### config.mk
export PLATFORM = sky130hd
export DESIGN_NAME = ppmfr_div3_step
export DESIGN_NICKNAME = d
export VERILOG_FILES = /design/src/ppmfr_pkg.sv /design/src/ppmfr_div3_step.sv
export SDC_FILE = /design/constraint.sdc
export NUM_CORES = 1
export LEC_CHECK = 0
export ABC_AREA = 1
export BUFFER_PORTS_ARGS = -buffer_cell sky130_fd_sc_hd__clkbuf_2
export CORE_MARGIN = 2
export CORE_UTILIZATION = 52
export DETAILED_ROUTE_END_ITERATION = 8
export GPL_ROUTABILITY_DRIVEN = 0
export PLACE_DENSITY = 0.95
export SETUP_SLACK_MARGIN = 0.15
export SLEW_MARGIN = 20
export SYNTH_ARGS = -nofsm -noshare
export SYNTH_HDL_FRONTEND = slang
export SYNTH_SLANG_ARGS = --single-unit
### constraint.sdc
create_clock -name vclk -period 23.5
set_clock_uncertainty 0.05 [all_clocks]
set_input_delay 2.35 -clock vclk [all_inputs]
set_output_delay 2.35 -clock vclk [all_outputs]
set_load 0.05 [all_outputs]
### src/ppmfr_pkg.sv
// ppmfr_pkg: payload types and fixed widths for the ppm face reconstruction pipeline
// no dependencies; imported by every module of the block
`default_nettype none

package ppmfr_pkg;

	localparam int SAMPLE_W = 32;
	localparam int FLAT_W   = 17;
	// neighbor difference, doubled limited slope, twelve-times face value
	localparam int DIFF_W   = SAMPLE_W + 1;
	localparam int SLOPE_W  = SAMPLE_W + 3;
	localparam int FACE_W   = 40;
	localparam int PROD_W   = FACE_W + FLAT_W + 1;

	// the divide by three works on base-4 digits, split over three stages
	localparam int DIV_DIGITS = FACE_W / 2;
	localparam int DIV_A_DIG  = 7;
	localparam int DIV_B_DIG  = 7;
	localparam int DIV_C_DIG  = DIV_DIGITS - DIV_A_DIG - DIV_B_DIG;

	// bias that makes the dividend non-negative, and its image after the divide
	localparam logic [FACE_W-1:0] DIV_BIAS   = 40'hC0_0000_0000;
	localparam logic [FACE_W-1:0] DIV_UNBIAS = 40'h40_0000_0000;

	localparam logic signed [FACE_W-1:0] SAT_MAX = 40'sh00_7FFF_FFFF;
	localparam logic signed [FACE_W-1:0] SAT_MIN = -40'sh00_8000_0000;

	typedef struct packed {
		logic signed [SAMPLE_W-1:0] sample_m2;
		logic signed [SAMPLE_W-1:0] sample_m1;
		logic signed [SAMPLE_W-1:0] sample_center;
		logic signed [SAMPLE_W-1:0] sample_p1;
		logic signed [SAMPLE_W-1:0] sample_p2;
		logic        [FLAT_W-1:0]   flattening;
	} stencil_t;

	typedef struct packed {
		logic signed [SAMPLE_W-1:0] face_upper;
		logic signed [SAMPLE_W-1:0] face_lower;
	} face_t;

endpackage

`default_nettype wire

### src/ppmfr_div3_step.sv
// ppmfr_div3_step: NDIG base-4 digits of a long division by three
// depends on ppmfr_pkg; chained across pipeline stages by the top level
`default_nettype none

module ppmfr_div3_step
	import ppmfr_pkg::*;
#(
	parameter int NDIG = 7
) (
	input  logic [1:0]        rem_in,
	input  logic [2*NDIG-1:0] dig_in,
	output logic [2*NDIG-1:0] quo,
	output logic [1:0]        rem_out
);

	logic [3:0] part;
	logic [1:0] qd;
	logic [1:0] r;

	// most significant digit first, remainder stays below three
	always_comb begin
		r   = rem_in;
		quo = '0;
		for (int k = NDIG - 1; k >= 0; k--) begin
			part = {r, dig_in[2*k +: 2]};
			if (part >= 4'd9) begin
				qd = 2'd3;
			end else if (part >= 4'd6) begin
				qd = 2'd2;
			end else if (part >= 4'd3) begin
				qd = 2'd1;
			end else begin
				qd = 2'd0;
			end
			r = 2'(part - 4'(qd) * 4'd3);
			quo[2*k +: 2] = qd;
		end
		rem_out = r;
	end

endmodule

`default_nettype wire

==> summary.txt <==
MaxCap Viol Count: 0
antenna-violating nets left: 0
Cell variety after synth: 20
status: finished, final reports clean
Tcrit/Tclk final: 52.4%
die span in x: 40.7 um
vias in the first global route: 629
via count: 809
CP Launch Type: input port
Synth area leaders: ha_1 16%, nand2_1 13%, inv_1 8.1%
Peak VDD IR: 160 uV
Initial Utilization: 54.4%
GR Overflow Total: 0
core region area: 1280 um^2
Critical Path RT: 21.10 ns
# port buffers: 32
layout cells sized above 1: 41.6%
first-pass GRT wire length: 2340 um
Seq/Total Area, Yosys: 0%
P&R area growth vs syn: 25.6%
critical path's slowest cell: ha_1
n_diodes: 0
P_leak: 0.000539 uW
final hold violation count: 0
final wirelength: 1500 um
switching power: 96.2 uW
RSZ-0062 raised after global routing: false
die area: 1650 um^2
wire length per cell: 9.88 um
fill count: 115
setup bufs post-CTS: 0
num rows: 13
Crit. End Element: output pin
Clk pwr share: 0%
Reg area: 0 um^2
Sw Share: 74.0%
Hold Path Depth: 4
Post-Syn Instances: 105
setup violators final: 0
Pint: 33.8 uW
slew margin rel.: 81.1%
crit-path most repeated cell: nand2_1
max incr delay on CP: 0.29 ns
initial antenna violation count: 0
syn avg cell area: 6.66 um^2
Hold Path Sink: quo[13]
power density over the cells: 148 nW/um^2
Remaining DRCs: 0
syn_nets: 130
CP top delay family: simple AND/OR/NAND/NOR gates
CTS resizes: 0
Period minus WS final: 12.30 ns
slew at the pin closest to its max-slew limit: 0.284 ns
area leader, netlist: ha_1
post-layout util: 68.4%
Die Y: 40.7 um
Critical Path Fanout Max: 4
Final Net Count: 164
Hold Path Class: input port to output pin
number of sequential cells: 0
Flop pwr share: 0%
Initial DRC Count: 20
share of the synthesized area in the top cell type: 16.1%
number of hold buffers added after cts: 0
Crit path buffers/inverters: 8
gr usage total: 19.5%
multi-input logic area: 636 um^2
TritonRoute pass-1 iters: 4
Layout clock buffers: 0
Vias/cell: 5.32
Comb power frac: 100.0%
area of the mapped netlist: 699 um^2
top-level I/O count: 32
largest net degree at the start of global routing: 8
post-DP HPWL: 1360 um
max-slew violation count: 0
Fmax achieved: 0.0813 GHz
hold_sp: rem_in[0]
WS Path Type: input port to output pin
critical path arrival: 9.90 ns
final total negative setup slack: 0 ns
Yosys warnings: 0
## cell usage in the layout, fill, tap and decap left out, types with 3 or more instances in the layout
cell type / count
nand3_4: 3
nand2_4: 4
a211oi_1: 3
nand2_1: 25
ha_1: 9
clkbuf_2: 32
nand2_2: 8
inv_1: 15
o31ai_1: 3
o21ai_0: 5
nand3_1: 3
nand3_2: 5
a21oi_1: 3
nand4_1: 3
xor2_1: 6
## kinds of logic after synthesis
logic type                 count (synthesis)  share of synthesized area, %
buffers and inverters                     17                          9.12
adders and majority gates                  9                          16.1
and+or+nand+nor                           56                          52.1
xor gates and xnor gates                   7                          8.77
AOI/OAI and AO/OA                         16                          14.0
## layer usage
metal	track usage [%]	share of wire [%]
met4	0	0
met1	23.1	43
met5	0	0
met2	40.5	52
met3	0	5.0
## metrics by stage
stage	cells	cell area (um^2)	worst slack [ns]	power, uW	hold slack [ns]
6_report	152	878	11.20	130	5.14
5_1_grt	152	878	10.20	141	5.15
4_1_cts	152	878	11.17	130	5.14
3_5_place_dp	152	878	11.21	130	5.13
3_3_place_gp	152	878	11.67	126	5.11
2_1_floorplan	105	699	5.15	106	4.83
## cells in the mapped netlist, types with 2 or more instances
cell type  count
ha_1           9
inv_2          2
nor2_1         2
o22ai_1        2
o31ai_1        3
o21ai_0        5
xor2_1         6
a21oi_1        3
inv_1         15
nand4_1        3
nand2_2        8
nand3_1        3
nand3_4        3
a211oi_1       3
nand4_2        2
nand2_1       25
nand3_2        5
nand2_4        4
## layout make-up
class / count / share of cell area (%)
multi-input combinational: 88 / 72.4
timing repair buffer: 32 / 18.2
inverter: 17 / 7.26
tap: 15 / 2.14
## power by group through the flow
stage                     sequential [uW]  clock, uW  combinational (uW)
after global placement                  0          0                 126
after CTS                               0          0                 130
after global routing                    0          0                 141
final                                   0          0                 130
after detailed placement                0          0                 130
after floorplan                         0          0                 106
## tightest hold or removal path: cells and delay by family
family	cells	cell delay, ns
simple gates	2	0.15
buf+inv	2	0.33
## worst max path at each step
stage                     slack, ns  cells past startpoint       from    endpoint
after floorplan                5.15                     47  rem_in[1]  rem_out[0]
after global placement        11.67                     56  rem_in[1]  rem_out[1]
after detailed placement      11.21                     56  rem_in[1]  rem_out[1]
after CTS                     11.17                     56  rem_in[1]  rem_out[1]
after global routing          10.20                     56  rem_in[1]  rem_out[1]
final                         11.20                     56  rem_in[1]  rem_out[1]
Power figures use the tool's default switching activity.
