[src/ppmfr_pkg.sv]
// ppmfr_pkg: payload types and fixed widths for the ppm face reconstruction pipeline
// no dependencies; imported by every module of the block
`default_nettype none

package ppmfr_pkg;

	localparam int SAMPLE_W = 32;
	localparam int FLAT_W   = 17;
	// neighbor difference, doubled limited slope, twelve-times face value
	localparam int DIFF_W   = SAMPLE_W + 1;
	localparam int SLOPE_W  = SAMPLE_W + 3;
	localparam int FACE_W   = 40;
	localparam int PROD_W   = FACE_W + FLAT_W + 1;

	// the divide by three works on base-4 digits, split over three stages
	localparam int DIV_DIGITS = FACE_W / 2;
	localparam int DIV_A_DIG  = 7;
	localparam int DIV_B_DIG  = 7;
	localparam int DIV_C_DIG  = DIV_DIGITS - DIV_A_DIG - DIV_B_DIG;

	// bias that makes the dividend non-negative, and its image after the divide
	localparam logic [FACE_W-1:0] DIV_BIAS   = 40'hC0_0000_0000;
	localparam logic [FACE_W-1:0] DIV_UNBIAS = 40'h40_0000_0000;

	localparam logic signed [FACE_W-1:0] SAT_MAX = 40'sh00_7FFF_FFFF;
	localparam logic signed [FACE_W-1:0] SAT_MIN = -40'sh00_8000_0000;

	typedef struct packed {
		logic signed [SAMPLE_W-1:0] sample_m2;
		logic signed [SAMPLE_W-1:0] sample_m1;
		logic signed [SAMPLE_W-1:0] sample_center;
		logic signed [SAMPLE_W-1:0] sample_p1;
		logic signed [SAMPLE_W-1:0] sample_p2;
		logic        [FLAT_W-1:0]   flattening;
	} stencil_t;

	typedef struct packed {
		logic signed [SAMPLE_W-1:0] face_upper;
		logic signed [SAMPLE_W-1:0] face_lower;
	} face_t;

endpackage

`default_nettype wire

[src/ppmfr_mc_slope.sv]
// ppmfr_mc_slope: monotonized-central limiter, result held as twice the slope
// depends on ppmfr_pkg for widths
`default_nettype none

module ppmfr_mc_slope
	import ppmfr_pkg::*;
(
	input  logic signed [DIFF_W-1:0]  dl,
	input  logic signed [DIFF_W-1:0]  dr,
	output logic signed [SLOPE_W-1:0] slope
);

	logic signed [DIFF_W:0]  sum;
	logic        [DIFF_W:0]  sum_mag;
	logic        [DIFF_W-1:0] dl_mag;
	logic        [DIFF_W-1:0] dr_mag;
	logic        [SLOPE_W-1:0] dl_lim;
	logic        [SLOPE_W-1:0] dr_lim;
	logic        [SLOPE_W-1:0] min_mag;
	logic                     same_sign;

	// magnitudes of the centered sum and of four times each one-sided difference
	always_comb begin
		sum       = (DIFF_W+1)'(dl) + (DIFF_W+1)'(dr);
		sum_mag   = sum[DIFF_W] ? (DIFF_W+1)'(-sum) : sum;
		dl_mag    = dl[DIFF_W-1] ? DIFF_W'(-dl) : dl;
		dr_mag    = dr[DIFF_W-1] ? DIFF_W'(-dr) : dr;
		dl_lim    = {dl_mag, 2'b00};
		dr_lim    = {dr_mag, 2'b00};
		same_sign = (!dl[DIFF_W-1] && dl != '0 && !dr[DIFF_W-1] && dr != '0) ||
		            (dl[DIFF_W-1] && dr[DIFF_W-1]);
	end

	// three-way minimum, signed like the centered sum, zero across a sign change or where either difference is zero
	always_comb begin
		min_mag = SLOPE_W'(sum_mag);
		if (dl_lim < min_mag) begin
			min_mag = dl_lim;
		end
		if (dr_lim < min_mag) begin
			min_mag = dr_lim;
		end
		if (!same_sign) begin
			slope = '0;
		end else if (sum[DIFF_W]) begin
			slope = -$signed(min_mag);
		end else begin
			slope = $signed(min_mag);
		end
	end

endmodule

`default_nettype wire

[config.mk]
export PLATFORM = sky130hd
export DESIGN_NAME = ppmfr_mc_slope
export DESIGN_NICKNAME = d
export VERILOG_FILES = /design/src/ppmfr_pkg.sv /design/src/ppmfr_mc_slope.sv
export SDC_FILE = /design/constraint.sdc
export NUM_CORES = 1
export LEC_CHECK = 0
export BUFFER_PORTS_ARGS = -buffer_cell sky130_fd_sc_hd__buf_4
export CAP_MARGIN = 20
export CORE_MARGIN = 1
export CORE_UTILIZATION = 63
export DETAILED_ROUTE_END_ITERATION = 16
export PLACE_DENSITY_LB_ADDON = 0.08
export SLEW_MARGIN = 20
export SYNTH_ARGS = -nofsm -noshare
export SYNTH_HDL_FRONTEND = slang
export SYNTH_SLANG_ARGS = --single-unit
[constraint.sdc]
create_clock -name vclk -period 13.8
set_clock_uncertainty 0.05 [all_clocks]
set_input_delay 1.38 -clock vclk [all_inputs]
set_output_delay 1.38 -clock vclk [all_outputs]
set_load 0.005 [all_outputs]
==> report_table.html <==
<table>
<tr><th>Metric</th><th>Value</th></tr>
<tr><th colspan="2">Status</th></tr>
<tr><td>Run status</td><td>completed</td></tr>
<tr><th colspan="2">Layout</th></tr>
<tr><td>Number of fill cells in the layout</td><td>1268</td></tr>
<tr><td>Seq. cell area</td><td>0 µm²</td></tr>
<tr><td># nets final</td><td>1533</td></tr>
<tr><td>Design area</td><td>9810 µm²</td></tr>
<tr><td>Layout Cells excl Fill</td><td>1543</td></tr>
<tr><td># diodes</td><td>0</td></tr>
<tr><td>Seq cells</td><td>0</td></tr>
<tr><td>Clock buffer cells</td><td>0</td></tr>
<tr><td>Area growth from synthesis to layout</td><td>8.24%</td></tr>
<tr><td>Share of the core filled with cells</td><td>70.4%</td></tr>
<tr><td>Layout cell share with drive strength beyond 1</td><td>14.6%</td></tr>
<tr><th colspan="2">GRT</th></tr>
<tr><td>Met3 demand-to-capacity share in global routing</td><td>3.42%</td></tr>
<tr><td>Antenna violations before repair</td><td>0</td></tr>
<tr><td>Remaining global-route overflow</td><td>0</td></tr>
<tr><td>GR Layer Usage met2</td><td>59.9%</td></tr>
<tr><td>Routing usage on met1</td><td>60.3%</td></tr>
<tr><td>Pin count of the biggest net entering global routing</td><td>108</td></tr>
<tr><td>Total GRT Usage</td><td>39.4%</td></tr>
<tr><td>Vias in the first global route</td><td>9017</td></tr>
<tr><td>Most Crowded Layer GR</td><td>met1</td></tr>
<tr><td>Global-route wire length before repair</td><td>46.9 mm</td></tr>
<tr><th colspan="2">CTS</th></tr>
<tr><td>Number of gates given a new drive strength after cts</td><td>0</td></tr>
<tr><td>Count of hold buffers inserted by post-cts repair</td><td>0</td></tr>
<tr><td>Post CTS Setup Buffer Count</td><td>0</td></tr>
<tr><th colspan="2">Yosys</th></tr>
<tr><td>Syn Area/Cell</td><td>6.92 µm²</td></tr>
<tr><td>Synth Warn #</td><td>0</td></tr>
<tr><td>Netlist Area Pre-Place</td><td>9060 µm²</td></tr>
<tr><td>Share of the synthesized area in the top cell type</td><td>13.9%</td></tr>
<tr><td>Cell count after synthesis</td><td>1310</td></tr>
<tr><td>Top cells by count, synth</td><td>nand2_1, nor2_1, ha_1</td></tr>
<tr><td>Library cell with the highest instance count after synthesis</td><td>nand2_1</td></tr>
<tr><td>Most area-hungry cell type in the Yosys netlist</td><td>ha_1</td></tr>
<tr><td>Nets in the synthesized netlist</td><td>1478</td></tr>
<tr><td>Synth top area cells</td><td>ha_1, xnor2_1, a21oi_1, nand2_1, xor2_1</td></tr>
<tr><td>Post-synth cell types</td><td>107</td></tr>
<tr><td>Fraction of the yosys area taken by sequential cells</td><td>0%</td></tr>
<tr><th colspan="2">Worst hold path</th></tr>
<tr><td>Worst hold-check path type</td><td>primary input to output pin</td></tr>
<tr><th colspan="2">Placement</th></tr>
<tr><td>Post-DP Area</td><td>9780 µm²</td></tr>
<tr><td>Placed insts</td><td>1543</td></tr>
<tr><td>Port Buffers</td><td>101</td></tr>
<tr><td>Dpl hpwl</td><td>25.1 mm</td></tr>
<tr><td>GPL Wtd Cong</td><td>0.977</td></tr>
<tr><th colspan="2">Setup path</th></tr>
<tr><td>Required time worst endpoint</td><td>12.37 ns</td></tr>
<tr><td>Worst Path Arrival</td><td>11.83 ns</td></tr>
<tr><td>Largest fanout of any net on the critical path</td><td>40</td></tr>
<tr><td>CP max stage delay</td><td>0.64 ns</td></tr>
<tr><td>CP most frequent cell</td><td>ha_1</td></tr>
<tr><td>CP max stage cell</td><td>nor4_1</td></tr>
<tr><td>Kind of critical path</td><td>primary input to output pin</td></tr>
<tr><td>Kind of launch point of the worst setup path</td><td>primary input</td></tr>
<tr><td>Kind of end point of the critical path</td><td>output pin</td></tr>
<tr><th colspan="2">Power and ir drop</th></tr>
<tr><td>Overall power consumption</td><td>966 µW</td></tr>
<tr><td>Net load switching power</td><td>585 µW</td></tr>
<tr><td>Share of total power in combinational logic</td><td>100.0%</td></tr>
<tr><td>Clock network fraction of design power</td><td>0%</td></tr>
<tr><td>Pwr per Cell Area</td><td>98.5 nW/µm²</td></tr>
<tr><td>Leak pwr</td><td>4.09 nW</td></tr>
<tr><td>Net Sw Frac</td><td>60.5%</td></tr>
<tr><td>Peak VDD IR</td><td>0.0000581 V</td></tr>
<tr><td>Internal Power</td><td>381 µW</td></tr>
<tr><td>Sequential fraction of design power</td><td>0%</td></tr>
<tr><th colspan="2">Die</th></tr>
<tr><td>Placeable core area</td><td>13900 µm²</td></tr>
<tr><td>Starting utilization of the core area</td><td>65.0%</td></tr>
<tr><td>Die Y</td><td>122 µm</td></tr>
<tr><td>Chip Width</td><td>122 µm</td></tr>
<tr><td>Number of placement rows</td><td>43</td></tr>
<tr><td>Die area</td><td>14900 µm²</td></tr>
<tr><td>Number of top-level design ports</td><td>101</td></tr>
<tr><th colspan="2">Routing</th></tr>
<tr><td>Via count normalized by instance count</td><td>6.82</td></tr>
<tr><td>Antenna-violating nets left</td><td>0</td></tr>
<tr><td>Total via count after detailed routing</td><td>10.5k</td></tr>
<tr><td>Remaining DRCs</td><td>0</td></tr>
<tr><td>Detailed-routing iteration count for the pre-antenna-repair pass</td><td>5</td></tr>
<tr><td>Routed len/inst</td><td>19.5 µm</td></tr>
<tr><td>Overall routed net length</td><td>30.1 mm</td></tr>
<tr><td>Initial DRC count</td><td>1090</td></tr>
<tr><th colspan="2">Flow run</th></tr>
<tr><td>Count of maximum capacitance violations</td><td>0</td></tr>
<tr><th colspan="2">STA</th></tr>
<tr><td>Crit path time final</td><td>13.26 ns</td></tr>
<tr><td>Highest Clock Rate</td><td>75.4 MHz</td></tr>
<tr><td>Worst Tran Pin Value</td><td>0.811 ns</td></tr>
<tr><td>Final count of hold timing violations</td><td>0</td></tr>
<tr><td>Share of the clock period used by the worst path after layout</td><td>96.1%</td></tr>
<tr><td>Headroom to the max-slew limit</td><td>45.6%</td></tr>
<tr><td>Aggregate negative setup slack</td><td>0 ns</td></tr>
<tr><td>Setup repair after global routing missed its margin</td><td>no</td></tr>
<tr><td>Setup-failing EPs final</td><td>0</td></tr>
<tr><td>Slew Viols, Final</td><td>0</td></tr>
</table>
[power by group through the flow]
stage / Combinational (mW) / Sequential (mW) / Clock (mW)
detailed placement: 0.931 / 0 / 0
global route: 1.06 / 0 / 0
global placement: 0.913 / 0 / 0
CTS: 0.935 / 0 / 0
finish: 0.966 / 0 / 0
floorplan: 0.711 / 0 / 0
[final timing paths]
check,from,to,cells past startpoint
worst max-delay path,dr[0],slope[32],41
worst min-delay path,dr[0],slope[5],4
[cell type report]
type	count	area, µm²	area share, %
inverter	68	255	2.60
multi-input combinational	1186	8500	86.6
tap	180	225	2.30
timing repair buffer	109	831	8.47
[per-stage QoR]
step                      hold slack (ns)  worst slack [ns]
after floorplan                      2.98              2.10
after global placement               3.26             0.554
after detailed placement             3.25             0.551
after CTS                            3.25             0.504
after global routing                 3.28            0.0954
final                                3.27             0.536
[critical path, delay by kind of cell]
kind / cells / cell delay [ns]
AOI/OAI and AO/OA: 18 / 4.70
and+or+nand+nor: 12 / 2.76
adders and majority gates: 5 / 1.54
muxes: 2 / 0.78
buffers and inverters: 3 / 0.34
xor gates and xnor gates: 1 / 0.31
[placed cells by master (no fill, tap or decap), types with 9 or more instances in the layout]
cell / n
inv_1: 68
nand2b_1: 20
xor2_1: 51
mux2_2: 20
a31oi_1: 24
a21o_1: 26
xnor2_1: 62
o21a_1: 20
nand2_1: 124
a211o_1: 10
nand4_1: 26
ha_1: 101
mux2i_1: 30
o31ai_1: 27
nor2_1: 108
nor4_1: 18
and4_1: 9
nor3_1: 36
o211ai_1: 17
a211oi_1: 23
and2_1: 12
or4_1: 10
and3_1: 14
a21oi_1: 96
nand3_1: 35
buf_4: 108
or3_1: 18
o21ai_0: 80
[logic make-up (layout without fill, tap and decap cells)]
group	after synthesis	in the layout	share of synthesized area (%)
other cells	1	1	0.0414
buf+inv	124	177	6.81
fa+ha+maj	102	102	14.2
compound gates	426	426	32.8
simple gates	489	489	28.6
xor+xnor	116	116	11.6
mux	52	52	6.07
[layer usage]
layer,vias up,share of wire (%),wire length (µm)
met3,45,10,3130
met1,4867,46,13700
li1,5062,-,-
met4,0,1.6,474
met5,-,0,0
met2,547,42,12800
(Power assumes the default switching activity.)
